==> src/tlf_pkg.sv <==
// shared types, character codes and helpers for the text line folder
// no dependencies; used by tlf_cell, tlf_ctrl and text_line_folder_top

package tlf_pkg;

  localparam logic [7:0] CH_SPACE   = 8'd32;
  localparam logic [7:0] CH_TAB     = 8'd9;
  localparam logic [7:0] CH_NEWLINE = 8'd10;

  // per-cell control: load the incoming byte, or take the right neighbor's byte
  typedef struct packed {
    logic shift;
    logic load;
  } tlf_cell_ctl_t;

  function automatic logic is_blank(input logic [7:0] b);
    is_blank = (b == CH_SPACE) || (b == CH_TAB);
  endfunction

endpackage

==> src/tlf_cell.sv <==
// one byte cell of the line buffer chain
// depends on tlf_pkg (cell control struct)

module tlf_cell (
  input  logic                  clk,
  input  tlf_pkg::tlf_cell_ctl_t ctl,
  input  logic [7:0]            shift_in,
  input  logic [7:0]            din,
  output logic [7:0]            q
);

  // load and shift never coincide: loads happen only while the sequencer is idle
  always_ff @(posedge clk) begin
    if (ctl.load) begin
      q <= din;
    end else if (ctl.shift) begin
      q <= shift_in;
    end
  end

endmodule

==> src/tlf_ctrl.sv <==
// sequencer of the text line folder: intake, fold point tracking, output register
// depends on tlf_pkg (character codes, is_blank, cell control struct)

module tlf_ctrl #(
  parameter int FOLD_WIDTH = 10
) (
  input  logic                           clk,
  input  logic                           rst,
  input  logic                           s_tvalid,
  output logic                           s_tready,
  input  logic [7:0]                     s_tdata,
  input  logic                           s_tlast,
  output logic                           m_tvalid,
  input  logic                           m_tready,
  output logic [7:0]                     m_tdata,
  output logic                           m_tlast,
  input  logic [7:0]                     head,
  output tlf_pkg::tlf_cell_ctl_t         row_ctl,
  output logic [$clog2(FOLD_WIDTH+1)-1:0] wr_idx
);

  localparam int DEPTH = FOLD_WIDTH + 1;
  localparam int IW    = $clog2(FOLD_WIDTH + 1);
  localparam int CW    = $clog2(FOLD_WIDTH + 2);

  localparam logic [2:0] ST_IDLE  = 3'd0;
  localparam logic [2:0] ST_FOLD  = 3'd1;
  localparam logic [2:0] ST_NL    = 3'd2;
  localparam logic [2:0] ST_SKIP  = 3'd3;
  localparam logic [2:0] ST_DRAIN = 3'd4;

  logic [2:0]    state;
  logic [CW-1:0] fill;
  logic [CW-1:0] last_nb_end;
  logic [CW-1:0] fold_p;
  logic [CW-1:0] rem;
  logic          skipping;
  logic          drain_after;

  logic          accept;
  logic          in_blank;
  logic          in_nl;
  logic          take_byte;
  logic [CW-1:0] fill_inc;
  logic [CW-1:0] fold_p_next;
  logic          out_free;
  logic          emit_go;
  logic          skip_go;

  assign s_tready  = (state == ST_IDLE);
  assign accept    = s_tvalid && s_tready;
  assign in_blank  = tlf_pkg::is_blank(s_tdata);
  assign in_nl     = (s_tdata == tlf_pkg::CH_NEWLINE);
  assign take_byte = accept && !s_tlast && !(skipping && in_blank);
  assign fill_inc  = fill + CW'(1);
  assign out_free  = !m_tvalid || m_tready;
  assign emit_go   = out_free && ((state == ST_FOLD) || (state == ST_DRAIN));
  assign skip_go   = (state == ST_SKIP) && (fill != '0) && tlf_pkg::is_blank(head);

  assign row_ctl.load  = take_byte;
  assign row_ctl.shift = emit_go || skip_go;
  assign wr_idx        = fill[IW-1:0];

  // a blank past index 0 moves the fold point behind the last non-blank before it
  always_comb begin
    fold_p_next = fold_p;
    if (in_blank && (fill != '0)) begin
      fold_p_next = (last_nb_end == '0) ? CW'(FOLD_WIDTH) : last_nb_end;
    end
  end

  always_ff @(posedge clk) begin
    if (rst) begin
      state       <= ST_IDLE;
      fill        <= '0;
      last_nb_end <= '0;
      fold_p      <= CW'(FOLD_WIDTH);
      rem         <= '0;
      skipping    <= 1'b0;
      drain_after <= 1'b0;
      m_tvalid    <= 1'b0;
    end else begin
      if (m_tready) begin
        m_tvalid <= 1'b0;
      end
      case (state)
        ST_IDLE: begin
          if (accept && s_tlast) begin
            skipping    <= 1'b0;
            last_nb_end <= '0;
            fold_p      <= CW'(FOLD_WIDTH);
            if (fill != '0) begin
              state <= ST_DRAIN;
            end
          end else if (take_byte) begin
            skipping    <= 1'b0;
            fill        <= fill_inc;
            fold_p      <= fold_p_next;
            drain_after <= in_nl;
            if (!in_blank) begin
              last_nb_end <= fill_inc;
            end
            if (fill_inc == CW'(DEPTH)) begin
              state <= ST_FOLD;
              rem   <= fold_p_next;
            end else if (in_nl) begin
              state <= ST_DRAIN;
            end
          end
        end
        ST_FOLD: begin
          if (out_free) begin
            m_tvalid <= 1'b1;
            fill     <= fill - CW'(1);
            rem      <= rem - CW'(1);
            if (rem == CW'(1)) begin
              state <= ST_NL;
            end
          end
        end
        ST_NL: begin
          if (out_free) begin
            m_tvalid <= 1'b1;
            state    <= ST_SKIP;
          end
        end
        ST_SKIP: begin
          if (skip_go) begin
            fill <= fill - CW'(1);
            if (fill == CW'(1)) begin
              // whole tail was blank: keep dropping blanks that follow
              skipping    <= 1'b1;
              last_nb_end <= '0;
              fold_p      <= CW'(FOLD_WIDTH);
              state       <= ST_IDLE;
            end
          end else begin
            // kept tail holds no blanks
            last_nb_end <= fill;
            fold_p      <= CW'(FOLD_WIDTH);
            state       <= (drain_after && (fill != '0)) ? ST_DRAIN : ST_IDLE;
          end
        end
        ST_DRAIN: begin
          if (out_free) begin
            m_tvalid <= 1'b1;
            fill     <= fill - CW'(1);
            if (fill == CW'(1)) begin
              last_nb_end <= '0;
              fold_p      <= CW'(FOLD_WIDTH);
              state       <= ST_IDLE;
            end
          end
        end
        default: begin
          state <= ST_IDLE;
        end
      endcase
    end
  end

  // output payload
  always_ff @(posedge clk) begin
    if (emit_go) begin
      m_tdata <= head;
      m_tlast <= (state == ST_DRAIN) && (fill == CW'(1));
    end else if ((state == ST_NL) && out_free) begin
      m_tdata <= tlf_pkg::CH_NEWLINE;
      m_tlast <= !drain_after;
    end
  end

`ifndef SYNTHESIS
  a_fill_bound: assert property (@(posedge clk) disable iff (rst)
    fill <= CW'(DEPTH))
    else $error("line buffer count out of range");

  a_emit_waits: assert property (@(posedge clk) disable iff (rst)
    ((state == ST_FOLD || state == ST_DRAIN) && !out_free) |=> $stable(fill))
    else $error("buffer shifted while output register was held");

  a_skip_drops: assert property (@(posedge clk) disable iff (rst)
    skip_go |=> (fill == $past(fill) - CW'(1)))
    else $error("blank after fold not dropped");

  a_fold_newline: assert property (@(posedge clk) disable iff (rst)
    (state == ST_NL && out_free) |=> (m_tvalid && m_tdata == tlf_pkg::CH_NEWLINE))
    else $error("fold newline not presented");
`endif

endmodule

==> src/text_line_folder_top.sv <==
// top level of the text line folder: chain of byte cells plus sequencer
// depends on tlf_pkg, tlf_cell and tlf_ctrl

// Folds text lines longer than FOLD_WIDTH bytes at the last blank (space or
// tab). Bytes arrive on the slave stream, one per request, with s_tlast
// marking end of input (the data byte of that request is ignored and the
// buffered line is sent out as it stands). The line is held in a row of
// FOLD_WIDTH+1 byte cells; buffered bytes always leave from cell 0 while the
// row shifts one place toward it per cycle, unless the output register is
// held. When the row fills up, the bytes before the fold point go out
// followed by a newline, blanks at the fold are dropped, and, if the whole
// tail was blank, so are blanks that arrive next, until a non-blank byte. A
// newline byte sends the buffered line, newline included. m_tlast marks the
// final byte that a request caused. While a request sends out bytes,
// s_tready stays low for each byte through the output register, for each
// blank dropped after a fold and for the check of the kept tail when a fold
// keeps one; m_tready low while a result waits holds it low longer. The
// single output shift path out of cell 0 is what keeps s_tready low so long.
// The output register lets the next request in while the last result still
// waits on m_tready.

module text_line_folder_top #(
  parameter int FOLD_WIDTH = 10
) (
  input  logic       clk,
  input  logic       rst,
  input  logic       s_tvalid,
  output logic       s_tready,
  input  logic [7:0] s_tdata,   // in_byte [7:0]
  input  logic       s_tlast,   // flush
  output logic       m_tvalid,
  input  logic       m_tready,
  output logic [7:0] m_tdata,   // out_byte [7:0]
  output logic       m_tlast    // last byte of this request
);

  localparam int DEPTH = FOLD_WIDTH + 1;
  localparam int IW    = $clog2(FOLD_WIDTH + 1);

  tlf_pkg::tlf_cell_ctl_t row_ctl;
  logic [IW-1:0]          wr_idx;
  logic [7:0]             cell_q [DEPTH];

  tlf_ctrl #(
    .FOLD_WIDTH(FOLD_WIDTH)
  ) u_ctrl (
    .clk      (clk),
    .rst      (rst),
    .s_tvalid (s_tvalid),
    .s_tready (s_tready),
    .s_tdata  (s_tdata),
    .s_tlast  (s_tlast),
    .m_tvalid (m_tvalid),
    .m_tready (m_tready),
    .m_tdata  (m_tdata),
    .m_tlast  (m_tlast),
    .head     (cell_q[0]),
    .row_ctl  (row_ctl),
    .wr_idx   (wr_idx)
  );

  // the row: each cell takes the input byte when addressed, or its right neighbor on shift
  for (genvar i = 0; i < DEPTH; i++) begin : g_cell
    tlf_pkg::tlf_cell_ctl_t cell_ctl;
    logic [7:0]             shift_in;

    assign cell_ctl.shift = row_ctl.shift;
    assign cell_ctl.load  = row_ctl.load && (wr_idx == IW'(i));

    if (i == DEPTH - 1) begin : g_end
      // far end refills with its own byte; that slot is past the count anyway
      assign shift_in = cell_q[i];
    end else begin : g_mid
      assign shift_in = cell_q[i+1];
    end

    tlf_cell u_cell (
      .clk      (clk),
      .ctl      (cell_ctl),
      .shift_in (shift_in),
      .din      (s_tdata),
      .q        (cell_q[i])
    );
  end

endmodule
==> config.mk <==
export PLATFORM = sky130hd
export DESIGN_NAME = text_line_folder_top
export DESIGN_NICKNAME = d
export VERILOG_FILES = /design/src/tlf_pkg.sv /design/src/tlf_cell.sv /design/src/tlf_ctrl.sv /design/src/text_line_folder_top.sv
export SDC_FILE = /design/constraint.sdc
export NUM_CORES = 1
export LEC_CHECK = 0
export BUFFER_PORTS_ARGS = -buffer_cell sky130_fd_sc_hd__buf_4
export CAP_MARGIN = 20
export CORE_MARGIN = 2
export CORE_UTILIZATION = 55
export DETAILED_ROUTE_END_ITERATION = 8
export GPL_TIMING_DRIVEN = 0
export PLACE_DENSITY = 0.84
export SYNTH_ARGS = -nofsm -noshare
export SYNTH_HDL_FRONTEND = slang
export SYNTH_SLANG_ARGS = --single-unit
==> constraint.sdc <==
create_clock -name clk -period 3.8 [get_ports clk]
set_input_delay 0 -clock clk [delete_from_list [all_inputs] [get_ports clk]]
set_output_delay 0 -clock clk [all_outputs]
set_load 0.02 [all_outputs]
======== Yosys cells after proc, flatten, opt, wreduce, memory -nomap -nowiden ========
Index checks and enable logic that the tools add are counted.
storage, ports and cells
  register bits ........................... 119
  latch bits .............................. 0
  RAM bits ................................ 0
  memory bits (read-only) ................. 0
  input bits .............................. 13
  output and inout port bits .............. 11
  word-level logic and storage cells ...... 190
  memories kept ........................... 0
operators by class
  add/subtract/negate cells ............... 3
  $mul .................................... 0
  div/mod/pow operators ................... 0
  magnitude comparators ................... 0
  equality and inequality tests ........... 35
  shifts and indexed selects .............. 0
  muxes and demuxes ....................... 70
  bitwise logic cells ..................... 1
  reductions and logical operators ........ 60
operators with widths
  cell                   number
  $mux W8                22
  $mux W4                21
  $mux W3                12
  $pmux W4 S3            3
  $reduce_bool A2 Y1     13
  $eq A8 B4 Y1 const B   3
  $logic_and A1 B1 Y1    23
  $eq A4 B3 Y1 const B   4
  $eq A4 B4 Y1 const B   4
  $eq A8 B6 Y1 const B   2
  $pmux W3 S5            1
  $ne A2 B1 Y1 const B   5
  $ne A2 B2 Y1 const B   5
  $reduce_and A5 Y1      2
  $mux W1                9
  $ne A3 B3 Y1 const B   3
  $eq A4 B1 Y1 const B   2
  $eq A4 B2 Y1 const B   2
  $logic_not A4 Y1       2
  $pmux W4 S2            1
  $reduce_and A4 Y1      2
  $sub A4 B1 Y4 const B  2
  $reduce_and A7 Y1      1
  $eq A3 B2 Y1 const B   2
  other kinds (14)       23

======== Logic depth before layout (Yosys ltp) ========
  word-level depth ........................ 8
  gate-level depth with buffers ........... 8
  gate-level depth less buffers ........... 8

======== Hierarchy ========
A second synthesis with hierarchy kept.
unflattened totals
  cell total of the unflattened synthesis .. 450
  area, all modules ....................... 6,289.8 µm²
modules (own cells, without submodules)
  module                instances  cells an instance  area an instance (µm²)  seq. area each (µm²)
  tlf_cell              11         18                 377.9                   240.2
  tlf_ctrl              1          235                2,043.2                 710.7
  text_line_folder_top  1          17                 90.1                    0.0

======== Least setup slack after synthesis ========
Ideal clock, no wire load.
  path kind ............................... reg2reg
  start ................................... register u_ctrl.fill[0] (netlist: u_ctrl.wr_idx[0])
  end ..................................... register g_cell[0].u_cell.q[0] (enable)
  setup time .............................. 0.310 ns
  arrival time ............................ 2.228 ns
  required time ........................... 3.490 ns
  path slack .............................. 1.262 ns
  cell stages (with the launch flop) ...... 8
  buffers on the path ..................... 0
  clock period less this slack ............ 2.538 ns
  cells stage by stage .................... dfxtp_1 inv_1 ha_1 nor3b_1 nand2b_1 nor2_1 nor2_1 nand2_1
between the ends
  cells in the longest elaborated chain, start to end .. 5
  elaborated cells on any way between the ends .. 7
  classes of those cells .................. reduce/logical: 7
ends and longest elaborated chain
  item                               RTL line         source
  start, declared                    tlf_ctrl.sv:33   logic [CW-1:0] fill;
  start signal, assigned             tlf_ctrl.sv:97   fill <= fill_inc;
  start signal, assigned             tlf_ctrl.sv:114  fill <= fill - CW'(1);
  start signal, assigned             tlf_ctrl.sv:129  fill <= fill - CW'(1);
  $reduce_bool A4 Y1                 tlf_ctrl.sv:58   assign skip_go = (state == ST_SKIP) && (fill != '0) && tlf_pkg::is_blank(head);
  $logic_and A1 B1 Y1 (2 in series)  tlf_ctrl.sv:58
  $logic_or A1 B1 Y1                 tlf_ctrl.sv:61   assign row_ctl.shift = emit_go || skip_go;
  $reduce_bool A2 Y1 (no line) *     --
  end signal, assigned               tlf_cell.sv:15   q <= din;
  end signal, assigned               tlf_cell.sv:17   q <= shift_in;
  end, declared                      tlf_cell.sv:9    output logic [7:0] q
Mark *: on every way between the ends. The rest lies on a longest branch, timed or not.
A chain may end at the register's enable or synchronous reset.

======== Final worst setup path ========
  start ................................... register u_ctrl.fill[0] (netlist: u_ctrl.wr_idx[0])
  end ..................................... register g_cell[9].u_cell.q[0] (enable)
between the ends
  cells in the longest elaborated chain, start to end .. 5
  elaborated cells on any way between the ends .. 7
  classes of those cells .................. eq/ne: 1; reduce/logical: 6
ends and longest elaborated chain
  item                               RTL line
  $reduce_bool A4 Y1                 tlf_ctrl.sv:58
  $logic_and A1 B1 Y1 (2 in series)  tlf_ctrl.sv:58
  $logic_or A1 B1 Y1                 tlf_ctrl.sv:61
  $reduce_bool A2 Y1 (no line) *     --
  end signal, assigned               tlf_cell.sv:15
  end signal, assigned               tlf_cell.sv:17
  end, declared                      tlf_cell.sv:9
Marked as above.

==> summary.md <==
| Metric | Value |
|---|---|
| Inserted Clock Buffers | `17` |
| Wire length on met1 | `~4.2 mm` |
| Synth top area share | `51.1%` |
| Crit path kind | `reg -> reg` |
| Max-slew violation count | `0` |
| Clock Latency Late Sink | `around 0.53 ns` |
| Clock skew | `0.0105 ns` |
| Met3 wire length | `650 um` |
| CP max FO | `10` |
| Vias | `between 3000 and 4000` |
| Synth Instances | `between 400 and 500` |
| Initial antenna violation count | `0` |
| Filler instances | `723` |
| Fin crit period | `3.20 ns` |
| Port bufs | `23` |
| Share of layout cells above drive strength 1 | `25.8%` |
| Setup TNS | `0 ns` |
| Deepest clock path buffer count | `2` |
| Worst Max-Slew Pin Slew | `0.767 ns` |
| Seq/Total Area, Yosys | `58.8%` |
| Leakage | `2.47 nW` |
| Synthesized area per cell | `between 10 and 15 um^2` |
| Finish-stage setup viols | `0` |
| CP Launch Type | `flop` |
| Ranking of synthesized cells by area | `edfxtp_1 (51%), mux2_2 (9.7%), dfxtp_1 (7.7%)` |
| Synth warn | `0` |
| # nets final | `500` |
| HPWL after detailed placement | `7.22 mm` |
| CTS sink cnt | `119` |
| DR pass1 iterations | `5` |
| Clock transition at path regs | `0.06 ns` |
| Outcome | `completed` |
| WP data required | `3.98 ns` |
| Global-route wire length before repair | `between 15 and 20 mm` |
| Crit path capture type | `flop` |
| Post-synth top flop | `edfxtp_1` |
| Metal2 WL | `5.46 mm` |
| Post-synth net total | `around 450` |
| Core area | `10200 um^2` |
| Final Cycle Share | `84.2%` |
| Final Hold Fails | `0` |
| DRT iter0 DRCs | `192` |
| Pin count of the biggest net entering global routing | `17` |
| Routed wire length | `between 10 and 15 mm` |
| Starting Density | `a little under three fifths` |
| WL/cell | `16.8 um` |
| I/O pin count | `24` |
| Asr flop ratio synth | `0%` |
| Worst Hold Class | `in -> reg` |
| CTS tree | `yes` |
| Register bit count reported by yosys | `119` |
| GRT Residual Overflow | `0` |
| RSZ-0062 raised after global routing | `no` |
| Die height | `roughly 110 um` |
| CTS HTree Levels | `4` |
| Max_cap viols | `0` |
| GRT Total Usage | `20.7%` |
| Total power | `5.32 mW` |
| CTS Root Buffer Type | `clkbuf_8` |
| Cell taking the most area after synthesis | `edfxtp_1` |
| Power Dens Cells | `791 nW/um^2` |
| Mapped cell area | `between 5000 and 6000 um^2` |
| Die ar. | `around 11000 um^2` |
| Die Wd | `106 um` |
| Top Metal Used | `met4` |
| DRC | `0` |
| Post-route ant nets | `0` |
| Row cnt | `37` |
| Vias in the first global route | `3650` |
| Post-synth EDFFs | `between 90 and 100` |
| Worst Path Arrival | `3.38 ns` |
| Diodes inserted | `0` |
| Maximum vdd drop | `roughly 0.49 mV` |
| # resized after CTS | `0` |
| Area grow syn2layout | `18.2%` |
| Slew headroom | `48.3%` |
| Vias per std cell | `5.81` |
| Post-synthesis cell type count | `64` |
| Max Fclk | `between 300 and 400 MHz` |
| Fin util | `66.1%` |
| RD Place Congestion | `0.858` |
path summary, 6_finish.rpt:
check                         from                     to  slack, ns  cells past startpoint
max               u_ctrl.wr_idx[0]  g_cell[9].u_cell.q[0]       0.60                      8
min                       s_tvalid        u_ctrl.state[0]       0.05                      5
max reg2reg       u_ctrl.wr_idx[0]  g_cell[9].u_cell.q[0]       0.60                      8
min reg2reg  u_ctrl.last_nb_end[3]  u_ctrl.last_nb_end[3]       0.50                      1
metal layers:
metal	track usage (%)	up-vias
li1	-	1734
met1	25.3	1765
met2	34.6	128
met3	5.19	27
met4	9.49	0
met5	0	-
report_power, final:
part | leakage (nW) | internal (mW) | switching (mW) | total, mW
clock network | 0.279 | 0.946 | 0.614 | 1.56
logic | 1.12 | 0.600 | 0.849 | 1.45
registers | 1.08 | 2.15 | 0.167 | 2.32
total | 2.47 | 3.69 | 1.63 | 5.32
stage by stage:
stage | hold slack, ns | setup WS [ns] | instance area (um^2) | std cells
after floorplan | 0.0989 | 1.26 | 5700 | 426
after global placement | 0.195 | 0.526 | 6040 | 585
after detailed placement | 0.194 | 0.404 | 6040 | 585
after CTS | 0.00416 | 0.353 | 6730 | 628
after global routing | 0.0516 | 0.362 | 6730 | 629
final | 0.0512 | 0.599 | 6730 | 629
sequential cells by signal (all words and copies together), names as in the netlist, 3 cells and up:
signal,cells
u_ctrl.fold_p,4
u_ctrl.wr_idx,4
u_ctrl.m_tdata,8
u_ctrl.rem,4
g_cell.u_cell.q,88
u_ctrl.state,3
u_ctrl.last_nb_end,4
layout by cell type, fill, tap and decap left out, drive strengths merged, types with 3 or more instances in the layout:
master       instances
a21oi               20
a22o                 3
a31oi                3
and2                11
and3b                3
buf                 27
clkbuf              34
clkinv               3
dfxtp               22
dlygate4sd3         11
edfxtp              97
ha                   7
inv                 16
mux2                81
mux2i                6
nand2               30
nand2b               5
nand3                5
nand4b               3
nor2                25
nor3                 3
nor3b                5
nor4                 4
o211ai               4
o21a                 4
o21ai               15
or3                  6
xnor2                3
worst max-delay path, stage by stage (launching register included):
cell,delay (ns)
dfxtp_1,0.38
inv_1,0.17
ha_1,0.28
nor3b_1,0.52
clkbuf_2,0.29
nand2b_1,0.15
nor2_1,0.09
nor2_1,0.55
nand2_1,0.42
kinds of logic (layout without fill, tap and decap cells):
logic type	after synthesis	count (layout)	synth area share, %
buf+inv	28	95	1.95
flops	119	119	58.8
fa+ha+maj	8	8	1.71
simple gates	113	113	11.7
mux	87	87	17.1
compound gates	68	68	8.32
xor+xnor	3	3	0.461
Yosys cell counts, types with 2 or more instances:
cell	number
edfxtp_1	97
mux2_2	49
mux2_1	32
nor2_1	25
nand2_1	24
dfxtp_1	22
a21oi_1	19
clkbuf_1	16
o21ai_0	15
and2_1	11
inv_1	8
ha_1	7
mux2i_1	6
nand2b_1	5
or3_1	5
nand2_4	4
nand3_1	4
nor3b_1	4
nor4_1	4
o21a_1	4
a22o_1	3
a31oi_1	3
and3b_1	3
nor3_1	3
o211ai_1	3
xnor2_1	3
a211oi_1	2
buf_2	2
nand2_2	2
nand4b_2	2
o21bai_1	2
o2bb2ai_1	2
or2_2	2
or3b_2	2
or4_1	2
area by class of cell:
type | count | area (um^2) | share of cell area (%)
Buffer | 20 | 81.3 | 1.21
Clock buffer | 17 | 414 | 6.15
Clock inverter | 15 | 163 | 2.42
Inverter | 8 | 30.0 | 0.446
Multi-Input combinational cell | 279 | 2230 | 33.2
Sequential cell | 119 | 3350 | 49.8
Tap cell | 136 | 170 | 2.53
Timing Repair Buffer | 35 | 288 | 4.27
timing repair:
| item | CTS | global route |
|---|---|---|
| hold buffers | 11 | 0 |
| endpoints found under the setup margin | 0 | 0 |
| setup buffers | 0 | 0 |
| endpoints found under the hold margin | 16 | 0 |
Note: power is estimated with default switching activity, not from simulation.
